**src/jse_pkg.sv**
```systemverilog
`timescale 1ns / 1ps

package jse_pkg;

  // default depth of the queue between classifier and emitter
  localparam int QueueDepth = 4;

  localparam logic [7:0] ChrBackslash = 8'h5C;
  localparam logic [7:0] ChrU         = 8'h75;
  localparam logic [7:0] ChrQuote     = 8'h22;
  localparam logic [7:0] ChrB         = 8'h62;
  localparam logic [7:0] ChrF         = 8'h66;
  localparam logic [7:0] ChrN         = 8'h6E;
  localparam logic [7:0] ChrR         = 8'h72;
  localparam logic [7:0] ChrT         = 8'h74;

  // what the emitter has to produce for one character
  typedef enum logic [1:0] {
    KIND_BYTE = 2'd0,  // one byte as is
    KIND_ESC  = 2'd1,  // backslash plus one letter
    KIND_U1   = 2'd2,  // one \uXXXX
    KIND_U2   = 2'd3   // surrogate pair, two \uXXXX
  } kind_t;

  typedef struct packed {
    kind_t       kind;
    logic [7:0]  chr;  // plain byte or escape letter
    logic [15:0] hi;   // first \u value
    logic [15:0] lo;   // second \u value (pairs only)
  } desc_t;

  // lower-case hex digit
  function automatic logic [7:0] hex_char(input logic [3:0] n);
    logic [7:0] c;
    if (n < 4'd10) begin
      c = 8'h30 + {4'd0, n};
    end else begin
      c = 8'h57 + {4'd0, n};
    end
    return c;
  endfunction

endpackage

```
**src/jse_front.sv**
```systemverilog
`timescale 1ns / 1ps

module jse_front (
  input  logic                clk,
  input  logic                rst,
  input  logic                in_valid,
  output logic                in_ready,
  input  logic [20:0]         in_code,
  input  logic                in_wide,
  input  logic                cfg_valid,
  output logic                cfg_ready,
  input  logic                cfg_data,
  output logic                push,
  output jse_pkg::desc_t      push_desc,
  input  logic                queue_full
);

  logic        utf8_passthrough;
  logic [20:0] v;
  logic [20:0] v_cl;
  logic [19:0] u;
  logic [7:0]  esc;
  logic        need_u;

  // configuration register
  assign cfg_ready = 1'b1;
  always_ff @(posedge clk) begin
    if (rst) begin
      utf8_passthrough <= 1'b0;
    end else if (cfg_valid) begin
      utf8_passthrough <= cfg_data;
    end
  end

  assign in_ready = !queue_full;
  assign push     = in_valid && !queue_full;

  // narrow characters keep only their low byte
  assign v = in_wide ? in_code : {13'd0, in_code[7:0]};

  // short escapes
  always_comb begin
    case (v)
      21'h22:  esc = jse_pkg::ChrQuote;
      21'h5C:  esc = jse_pkg::ChrBackslash;
      21'h08:  esc = jse_pkg::ChrB;
      21'h0C:  esc = jse_pkg::ChrF;
      21'h0A:  esc = jse_pkg::ChrN;
      21'h0D:  esc = jse_pkg::ChrR;
      21'h09:  esc = jse_pkg::ChrT;
      default: esc = 8'd0;
    endcase
  end

  assign need_u = (v < 21'h20) || ((v >= 21'h80) && (in_wide || !utf8_passthrough));
  // out-of-range code points become the replacement character
  assign v_cl   = (in_wide && (v > 21'h10FFFF)) ? 21'h00FFFD : v;
  assign u      = 20'(v_cl - 21'h10000);

  // descriptor for the emitter
  always_comb begin
    push_desc.kind = jse_pkg::KIND_BYTE;
    push_desc.chr  = v[7:0];
    push_desc.hi   = v_cl[15:0];
    push_desc.lo   = {6'b110111, u[9:0]};
    if (esc != 8'd0) begin
      push_desc.kind = jse_pkg::KIND_ESC;
      push_desc.chr  = esc;
    end else if (need_u) begin
      if (v_cl > 21'h00FFFF) begin
        push_desc.kind = jse_pkg::KIND_U2;
        push_desc.hi   = {6'b110110, u[19:10]};
      end else begin
        push_desc.kind = jse_pkg::KIND_U1;
      end
    end
  end

endmodule

```
**src/jse_queue.sv**
```systemverilog
`timescale 1ns / 1ps

module jse_queue #(
  parameter int DEPTH = jse_pkg::QueueDepth
) (
  input  logic           clk,
  input  logic           rst,
  input  logic           wr_en,
  input  jse_pkg::desc_t wr_data,
  output logic           full,
  input  logic           rd_en,
  output jse_pkg::desc_t rd_data,
  output logic           empty
);

  localparam int AW = (DEPTH > 1) ? $clog2(DEPTH) : 1;
  localparam int CW = $clog2(DEPTH + 1);

  jse_pkg::desc_t slots [DEPTH];
  logic [AW-1:0]  wp;
  logic [AW-1:0]  rp;
  logic [CW-1:0]  count;

  assign full    = (count == CW'(DEPTH));
  assign empty   = (count == '0);
  assign rd_data = slots[rp];

  // storage
  always_ff @(posedge clk) begin
    if (wr_en) begin
      slots[wp] <= wr_data;
    end
  end

  // pointers and fill count
  always_ff @(posedge clk) begin
    if (rst) begin
      wp    <= '0;
      rp    <= '0;
      count <= '0;
    end else begin
      if (wr_en) begin
        wp <= (wp == AW'(DEPTH - 1)) ? '0 : wp + 1'b1;
      end
      if (rd_en) begin
        rp <= (rp == AW'(DEPTH - 1)) ? '0 : rp + 1'b1;
      end
      if (wr_en && !rd_en) begin
        count <= count + 1'b1;
      end else if (rd_en && !wr_en) begin
        count <= count - 1'b1;
      end
    end
  end

endmodule

```
**src/jse_back.sv**
```systemverilog
`timescale 1ns / 1ps

module jse_back (
  input  logic           clk,
  input  logic           rst,
  input  jse_pkg::desc_t head,
  input  logic           empty,
  output logic           pop,
  output logic           out_valid,
  input  logic           out_ready,
  output logic [7:0]     out_byte,
  output logic           out_last
);

  logic [3:0]  idx;
  logic [3:0]  len_m1;
  logic        load;
  logic        adv;
  logic        last;
  logic        second;
  logic [2:0]  pos;
  logic [15:0] val;
  logic [7:0]  u_byte;
  logic [7:0]  sel;

  // run length minus one of the head descriptor
  always_comb begin
    unique case (head.kind)
      jse_pkg::KIND_BYTE: len_m1 = 4'd0;
      jse_pkg::KIND_ESC:  len_m1 = 4'd1;
      jse_pkg::KIND_U1:   len_m1 = 4'd5;
      jse_pkg::KIND_U2:   len_m1 = 4'd11;
      default:            len_m1 = 4'd0;
    endcase
  end

  assign load = !out_valid || out_ready;
  assign adv  = !empty && load;
  assign last = (idx == len_m1);
  assign pop  = adv && last;

  // position inside the current \uXXXX group
  assign second = (idx >= 4'd6);
  assign pos    = second ? 3'(idx - 4'd6) : idx[2:0];
  assign val    = second ? head.lo : head.hi;

  always_comb begin
    case (pos)
      3'd0:    u_byte = jse_pkg::ChrBackslash;
      3'd1:    u_byte = jse_pkg::ChrU;
      3'd2:    u_byte = jse_pkg::hex_char(val[15:12]);
      3'd3:    u_byte = jse_pkg::hex_char(val[11:8]);
      3'd4:    u_byte = jse_pkg::hex_char(val[7:4]);
      default: u_byte = jse_pkg::hex_char(val[3:0]);
    endcase
  end

  // byte for this step
  always_comb begin
    unique case (head.kind)
      jse_pkg::KIND_BYTE: sel = head.chr;
      jse_pkg::KIND_ESC:  sel = (idx == 4'd0) ? jse_pkg::ChrBackslash : head.chr;
      default:            sel = u_byte;
    endcase
  end

  // output register and step counter
  always_ff @(posedge clk) begin
    if (rst) begin
      out_valid <= 1'b0;
      idx       <= '0;
    end else if (adv) begin
      out_valid <= 1'b1;
      idx       <= last ? 4'd0 : idx + 4'd1;
    end else if (out_ready) begin
      out_valid <= 1'b0;
    end
  end

  always_ff @(posedge clk) begin
    if (adv) begin
      out_byte <= sel;
      out_last <= last;
    end
  end

endmodule

```
**src/json_string_escaper.sv**
```systemverilog
`timescale 1ns / 1ps
// channel   | direction | payload
// s_axis    | in        | tdata[20:0] char_code, tuser wide_source
// m_axis    | out       | tdata[7:0] out_byte, tlast last_of_run
// cfg       | in        | cfg_data utf8_passthrough
//
// one byte leaves per cycle while m_axis_tready is high; a character becomes 1, 2, 6 or 12 bytes in the
// emitter (plain, short escape, \uXXXX, surrogate pair), set by its step counter
// plain characters stream at one item per cycle while the output is ready, through the queue and output register
// the classifier queue holds DEPTH items, so input stalls only once it fills
// synchronous reset clears the register, queue pointers and output valid
// a stalled output holds its byte while the queue keeps accepting input until it fills

module json_string_escaper #(
  parameter int DEPTH = jse_pkg::QueueDepth
) (
  input  logic        clk,
  input  logic        rst,
  input  logic        s_axis_tvalid,
  output logic        s_axis_tready,
  input  logic [23:0] s_axis_tdata,   // [20:0] char_code, [23:21] zero
  input  logic        s_axis_tuser,   // [0] wide_source
  output logic        m_axis_tvalid,
  input  logic        m_axis_tready,
  output logic [7:0]  m_axis_tdata,   // [7:0] out_byte
  output logic        m_axis_tlast,
  input  logic        cfg_valid,
  output logic        cfg_ready,
  input  logic        cfg_data
);

  logic           push;
  jse_pkg::desc_t push_desc;
  logic           full;
  logic           pop;
  jse_pkg::desc_t head;
  logic           empty;

  // classifier
  jse_front u_front (
    .clk        (clk),
    .rst        (rst),
    .in_valid   (s_axis_tvalid),
    .in_ready   (s_axis_tready),
    .in_code    (s_axis_tdata[20:0]),
    .in_wide    (s_axis_tuser),
    .cfg_valid  (cfg_valid),
    .cfg_ready  (cfg_ready),
    .cfg_data   (cfg_data),
    .push       (push),
    .push_desc  (push_desc),
    .queue_full (full)
  );

  // descriptor queue
  jse_queue #(.DEPTH(DEPTH)) u_queue (
    .clk     (clk),
    .rst     (rst),
    .wr_en   (push),
    .wr_data (push_desc),
    .full    (full),
    .rd_en   (pop),
    .rd_data (head),
    .empty   (empty)
  );

  // byte emitter
  jse_back u_back (
    .clk       (clk),
    .rst       (rst),
    .head      (head),
    .empty     (empty),
    .pop       (pop),
    .out_valid (m_axis_tvalid),
    .out_ready (m_axis_tready),
    .out_byte  (m_axis_tdata),
    .out_last  (m_axis_tlast)
  );

endmodule

```
**config.mk**
```make
export PLATFORM = sky130hd
export DESIGN_NAME = json_string_escaper
export DESIGN_NICKNAME = d
export VERILOG_FILES = /design/src/jse_pkg.sv /design/src/jse_front.sv /design/src/jse_queue.sv /design/src/jse_back.sv /design/src/json_string_escaper.sv
export SDC_FILE = /design/constraint.sdc
export NUM_CORES = 1
export LEC_CHECK = 0
export ABC_AREA = 1
export BUFFER_PORTS_ARGS = -buffer_cell sky130_fd_sc_hd__buf_2
export CAP_MARGIN = 20
export CORE_MARGIN = 1.5
export CORE_UTILIZATION = 40
export DETAILED_ROUTE_END_ITERATION = 7
export GPL_TIMING_DRIVEN = 0
export PLACE_DENSITY = 0.59
export SYNTH_ARGS = -nofsm -noshare
export SYNTH_HDL_FRONTEND = slang
export SYNTH_SLANG_ARGS = --single-unit
```
**constraint.sdc**
```tcl
create_clock -name clk -period 4.38 [get_ports clk]
set_input_delay 0.219 -clock clk [delete_from_list [all_inputs] [get_ports clk]]
set_output_delay 0.219 -clock clk [all_outputs]
set_load 0.01 [all_outputs]
```
==> results.md, run 1 <==
* Area contributors post-synth: edfxtp_1, nand2_1, nor2_1
* CTS clk-pin slew, worst paths at 0.07 ns
* CTS HTree Levels at 4
* Synth warnings at 0
* GP Congestion at 0.875
* Clock buffer depth at 2
* Crit path DAT at 3.13 ns
* Ports at 43
* Final setup violation count at 0
* Hold crit path type: in -> reg
* Layout cell share with drive strength beyond 1 at 0.161
* Via count at 6228
* Worst r2r src: u_back.idx[0]$_SDFFE_PP0P_
* Crit end category: register
* PostCTS Resize Cnt at 0
* Switching Share at 0.388
* Min-Delay Endpoint: u_back.out_valid$_SDFFE_PP0P_
* Initial Util at 0.412
* Syn Std Cell Area at 0.00838 mm²
* Clock skew at 0.00637 ns
* Int Power at 3.47 mW
* Remaining Overflow, GRT at 0
* Synth top cells by count: nand2_1, edfxtp_1, nor2_1, inv_1, nand3_1
* Top-area cell type share of the netlist area at 0.548
* Die area at 0.0218 mm²
* Cell taking the most area after synthesis: edfxtp_1
* Hold path startpoint: m_axis_tready
* Critical Path Source Type: register
* Clk_lat worst skew at 0.44 ns
* Std cell rows at 52
* Via-to-Cell Ratio at 4.97
* Post-synth ARST share at 0
* Yosys cell types at 38
* CTS root buf: clkbuf_16
* Synthesized Nets at 954
* Sequential fraction of the synthesis area at 0.584
* Count of pins over their slew limit at 0
* Max Cap Viol at 0
* Flop2flop setup slack at 1.44 ns
* Clock Sink Count at 168
* Synth-to-Final Area Change at 15.2%
* Global-route wire length before repair at 31.7 mm
* Hold Fails Final Rpt at 0
* Worst slew margin at 0.536
* Synthesized area per cell at 9.24 µm²
* Period utilization at 0.671
* Initial antenna violation count at 0
* Crit Path Category: reg -> reg
* EDFF count, synth at 153
* Post-route cell area at 0.00966 mm²
* Vias in the first global route at 5923
* Post CTS Setup Buffer Count at 0
* CTS tree: yes
* Cells on worst reg2reg path at 17
* Drt drc at 0
* Worst Hold Margin at 0.134 ns
* Peak Freq at 0.340 GHz
* Top_reg_cell synth: edfxtp_1
* Die Y at 148 µm
* Switching power at 2.20 mW
* Pleak at 4.06 nW
* Power, Total at 5.66 mW
* Final antenna-violating net count at 0
* Comb power frac at 0.361
* Maximum VDD drop at 0.294 mV
* Largest net degree at the start of global routing at 23
* Count leader, synth: nand2_1
* Pre-antenna DRT Iters at 6
* Core Region at 0.0204 mm²
* Die width at 148 µm
* HPWL after detailed placement at 14.2 mm
* RSZ-0062 raised after global routing: no
* Status: complete, no violations
* Post-layout minimum cycle time at 2.94 ns
* Final #Nets at 1018
* Placed cell areas at 0.00903 mm²
* Crit. Startpoint: u_back.idx[0]$_SDFFE_PP0P_
* Worst hold path depth at 4
* Final wirelength at 19.9 mm
* Power share of the sequential group at 0.376
* PortBufs at 37
* Worst Path Required at 4.57 ns
* Initial drt markers at 464
* Synthesized instance count at 907
* Final TNS setup at 0 ns
* Slew @ Worst Pin at 0.695 ns
* Gr usage total at 0.193
* CP max FO at 10
* Power Density at 586 mW/mm²
* DR WL/cell at 15.9 µm
* Antenna cell count at 0
* RR Endpoint: u_back.out_byte[2]$_DFFE_PP_
* CTS buffer count at 17
* Synthesized flop and latch total at 168
* Post-layout util at 0.474
* Clock network fraction of design power at 0.263
[state kept, by name, summed over array words and instances, names as in the netlist, named ones only]
signal                    count
u_back.idx                    4
u_back.out_byte               8
u_back.out_last               1
u_back.out_valid              1
u_front.utf8_passthrough      1
u_queue.count                 3
u_queue.rp                    2
u_queue.slots               144
u_queue.wp                    2
[kinds of logic (layout without fill, tap and decap cells)]
logic type               after synthesis  count (layout)  synth area share
other                                  1               1          0.000447
flip-flops                           168             168             0.584
AO/OA/AOI/OAI                        105             105            0.0681
buffers and inverters                140             217            0.0714
AND/OR/NAND/NOR                      473             473             0.247
XOR/XNOR                               4               4           0.00418
adder cells (fa/ha/maj)               16              16            0.0248
[through the flow]
step | worst slack, ns | cells
2_1_floorplan | 1.68 | 907
3_3_place_gp | 0.131 | 1214
3_5_place_dp | 1.49 | 1219
4_1_cts | 1.47 | 1254
5_1_grt | 1.19 | 1254
6_report | 1.44 | 1254
[critical path: stages, from the launching register on]
cell and delay, ns:
dfxtp_1 0.33, clkbuf_1 0.34, inv_1 0.20, ha_1 0.24, inv_1 0.10, nand2_1 0.11
nand2_4 0.16, buf_6 0.18, nand3_1 0.12, nand2_1 0.12, ha_1 0.17, inv_1 0.04
nand2_1 0.05, nand4_1 0.07, nand2_1 0.09, nand3_1 0.07, nor2_1 0.17, a21oi_1 0.08
[power by group through the flow]
stage | Sequential (mW) | Clock [mW] | Combinational, mW
finish | 2.13 | 1.49 | 2.04
global route | 2.16 | 1.56 | 2.32
CTS | 2.13 | 1.51 | 2.05
detailed placement | 2.17 | 0 | 2.04
global placement | 2.18 | 0 | 1.97
floorplan | 2.19 | 0 | 1.39
[how the worst max path moves through the flow]
stage,end,slack [ns],cells past startpoint
after floorplan,u_queue.slots[0][0]$_DFFE_PP_,1.68,4
after global placement,u_queue.slots[3][12]$_DFFE_PP_,0.13,4
after detailed placement,u_back.out_byte[2]$_DFFE_PP_,1.49,17
after CTS,u_back.out_byte[2]$_DFFE_PP_,1.47,17
after global routing,u_back.out_byte[2]$_DFFE_PP_,1.19,17
final,u_back.out_byte[2]$_DFFE_PP_,1.44,17
[layout make-up]
class | instances | area [µm²]
Buffer | 34 | 200
Clock buffer | 17 | 425
Clock inverter | 15 | 174
Fill cell | 1915 | 10700
Inverter | 106 | 398
Multi-Input combinational cell | 599 | 2920
Sequential cell | 168 | 4890
Tap cell | 270 | 338
Timing Repair Buffer | 45 | 310
[placed cells by master, fill, tap and decap left out, types with 3 or more instances in the layout]
cell type      Yosys  routed
inv_1             94      94
o21ai_1           19      19
o22ai_1            7       7
dfxtp_1           15      15
nand4_1            9       9
inv_6              0       4
buf_6              4       4
nor3_1             6       6
nor2_1           114     110
nand2_4            5       5
clkbuf_1           8       8
a21oi_1           19      19
nand3_2            4       4
o21ai_0           50      50
edfxtp_1         153     153
buf_4              6       7
clkinv_8           0       4
dlygate4sd3_1      0       3
nor2_4             2       6
o21ai_2            3       3
ha_1              15      15
nand2_1          220     220
buf_2             16      53
nand2_2           22      22
buf_12             0       3
nand3_1           83      83
inv_8              0       5
inv_2             12      12
clkbuf_16          0      17
nor2_2             3       3
[metal layers]
layer  GRT usage  wire length, µm
met5           0                0
met4      0.0570              258
met3      0.0358              903
met2       0.325             9610
met1       0.254             9170
[repair_timing]
item | in CTS | in global routing
hold endpoints to repair | 2 | 0
hold buffers | 3 | 0
endpoints found under the setup margin | 0 | 0
Note: power is estimated with default switching activity, not from simulation.
==> run 2: changes to the inputs <==
--- a/config.mk
+++ b/config.mk
@@ -5,7 +5,7 @@
 export SDC_FILE = /design/constraint.sdc
 export NUM_CORES = 1
 export LEC_CHECK = 0
-export ABC_AREA = 1
+export ABC_AREA = 0
 export BUFFER_PORTS_ARGS = -buffer_cell sky130_fd_sc_hd__buf_2
 export CAP_MARGIN = 20
 export CORE_MARGIN = 1.5
==> constraint.sdc (replaced) <==
create_clock -name clk -period 3 [get_ports clk]
set_input_delay 0.15 -clock clk [delete_from_list [all_inputs] [get_ports clk]]
set_output_delay 0.15 -clock clk [all_outputs]
set_load 0.01 [all_outputs]
==> run 2 against run 1 <==
Net effect: sequential share of layout area increased by 1.4 points; critical path depth decreased by 4; maximum frequency increased by 2.2%; critical path type unchanged; largest cell class unchanged.
==> results.md, run 2 <==
* Initial antenna violation count at 0
* Synth top cells by count: edfxtp_1, nor2_1, nand2_1, inv_1, a21oi_1
* CP Buf/Inv Count at 4
* Hold Fails Final Rpt at 0
* Slew @ Worst Pin at 0.825 ns
* HPWL after detailed placement at 13.0 mm
* Synthesized flop and latch total at 168
* Commonest non-fill, non-tap cell in the layout: edfxtp_1
* Die width at 144 µm
* Sequential fraction of the synthesis area at 0.615
* Syn Std Cell Area at 0.00795 mm²
* Power Density at 772 mW/mm²
* Final antenna-violating net count at 0
* DR WL/cell at 20.7 µm
* Final #Nets at 667
* EDFF count, synth at 153
* Largest registers: u_queue.slots x144, u_back.out_byte x8, u_back.idx x4
* Worst Hold Margin at 0.115 ns
* CTS root buf: clkbuf_16
* Core Region at 0.0195 mm²
* Largest net degree at the start of global routing at 29
* Clock Sink Count at 168
* Die Y at 144 µm
* Largest Register: u_queue.slots
* Placed cell areas at 0.00854 mm²
* Top-area cell type share of the netlist area at 0.578
* Synth warnings at 0
* Clock buffer depth at 2
* Crit end category: register
* Count leader, synth: edfxtp_1
* CTS buffer count at 17
* Worst slew margin at 0.450
* Post-route cell area at 0.00941 mm²
* Drt drc at 0
* Maximum VDD drop at 0.389 mV
* Post-synth ARST share at 0
* Std cell rows at 51
* Max reg flops at 144
* Count of pins over their slew limit at 0
* Pre-antenna DRT Iters at 5
* Cell taking the most area after synthesis: edfxtp_1
* Synthesized area per cell at 14.5 µm²
* CP max FO at 10
* Crit Path Category: reg -> reg
* Ports at 43
* Clk_lat worst skew at 0.43 ns
* Remaining Overflow, GRT at 0
* Slowest cell on the critical path: mux4_2
* Critical Path Source Type: register
* Max Cap Viol at 0
* Clock skew at 0.00884 ns
* Antenna cell count at 0
* Layout cell share with drive strength beyond 1 at 0.250
* Post-layout util at 0.483
* Initial Util at 0.409
* Global-route wire length before repair at 28.5 mm
* Top_reg_cell synth: edfxtp_1
* Initial drt markers at 338
* PortBufs at 34
* Status: complete, no violations
* Period utilization at 0.959
* Synth-to-Final Area Change at 18.3%
* Pleak at 3.28 nW
* CTS HTree Levels at 4
* Die area at 0.0207 mm²
* Crit path DAT at 3.25 ns
* Final wirelength at 18.6 mm
* Cells along the critical path: buf_6 -> buf_12 -> mux4_2 -> buf_6 -> nand3b_1 -> a21oi_2 -> o21ai_2 -> ha_2 -> inv_1 -> fa_1 -> xor2_1 -> or3_1 -> a21oi_2
* Vias in the first global route at 4955
* Peak Freq at 0.347 GHz
* Final setup violation count at 0
* Via-to-Cell Ratio at 5.60
* Synthesized instance count at 550
* Gr usage total at 0.191
* Most frequent cells in the layout: edfxtp_1, nor2_1, buf_2
* Hold crit path type: in -> reg
* Crit path max-delay family: adder cells
* Area contributors post-synth: edfxtp_1, mux4_2, mux4_1
* Fill cells at 1671
* Max incr delay on CP at 0.52 ns
* CTS clk-pin slew, worst paths at 0.07 ns
* Via count at 5025
* Yosys cell types at 73
* Worst Path Required at 3.37 ns
* GP Congestion at 0.872
* Synthesized Nets at 597
* Post-layout minimum cycle time at 2.88 ns
* CTS tree: yes
run 2: layer usage:
metal	wire, µm	global-route usage	vias to the layer above
li1	-	-	2300
met1	8360	0.254	2533
met2	8970	0.305	161
met3	796	0.0364	31
met4	458	0.0838	0
met5	0	0	-
run 2: layout make-up:
| type | instances | area, µm² | share of cell area |
|---|---|---|---|
| plain buffers | 28 | 219 | 0.0233 |
| clock buffers | 18 | 429 | 0.0456 |
| clock inverters | 14 | 168 | 0.0178 |
| inverters | 27 | 106 | 0.0113 |
| multi-input cells | 327 | 2900 | 0.308 |
| flip-flops and latches | 168 | 4900 | 0.520 |
| well taps | 265 | 332 | 0.0352 |
| repair buffers | 51 | 355 | 0.0378 |
run 2: stage by stage:
| step | power [mW] | std cells | setup TNS, ns | setup WS [ns] |
|---|---|---|---|---|
| CTS | 7.24 | 892 | 0 | 0.00247 |
| floorplan | 4.39 | 550 | 0 | 0.0451 |
| global route | 7.60 | 898 | -0.00369 | -0.00369 |
| detailed placement | 5.00 | 853 | -3.36 | -0.920 |
| global placement | 4.92 | 849 | -3.58 | -0.955 |
| finish | 7.26 | 898 | 0 | 0.122 |
run 2: repair_timing:
item,CTS,global route
setup buffers,4,6
setup endpoints to repair,7,5
hold buffers,3,0
pin swaps,4,6
gates resized for setup,27,16
gates cloned,0,0
endpoints found under the hold margin,2,0
run 2: power breakdown:
part | total (mW) | switching [mW] | internal (mW)
combinational | 2.07 | 1.19 | 0.875
sequential | 3.03 | 0.0956 | 2.93
clock | 2.16 | 1.04 | 1.13
total | 7.26 | 2.32 | 4.94
run 2: logic make-up (layout without fill, tap and decap cells):
logic type      count (synthesis)  in the layout  synth area share
compound gates                101            101            0.0869
xor+xnor                        9              9           0.00991
fa+ha+maj                      16             16            0.0261
buf+inv                        55            138            0.0316
flops                         168            168             0.615
mux                            59             59             0.138
other cells                     1              1          0.000472
simple gates                  141            141            0.0919
run 2: final timing paths:
check / from / endpoint / slack [ns] / depth (start not counted)
setup reg to reg: register / u_queue.count[2]$_SDFFE_PP0P_ / 0.12 / 13
hold / removal: rst / u_queue.count[0]$_SDFFE_PP0P_ / 0.11 / 2
setup / recovery: register / u_queue.count[2]$_SDFFE_PP0P_ / 0.12 / 13
hold reg to reg: u_back.out_valid$_SDFFE_PP0P_ / u_back.out_valid$_SDFFE_PP0P_ / 0.49 / 2
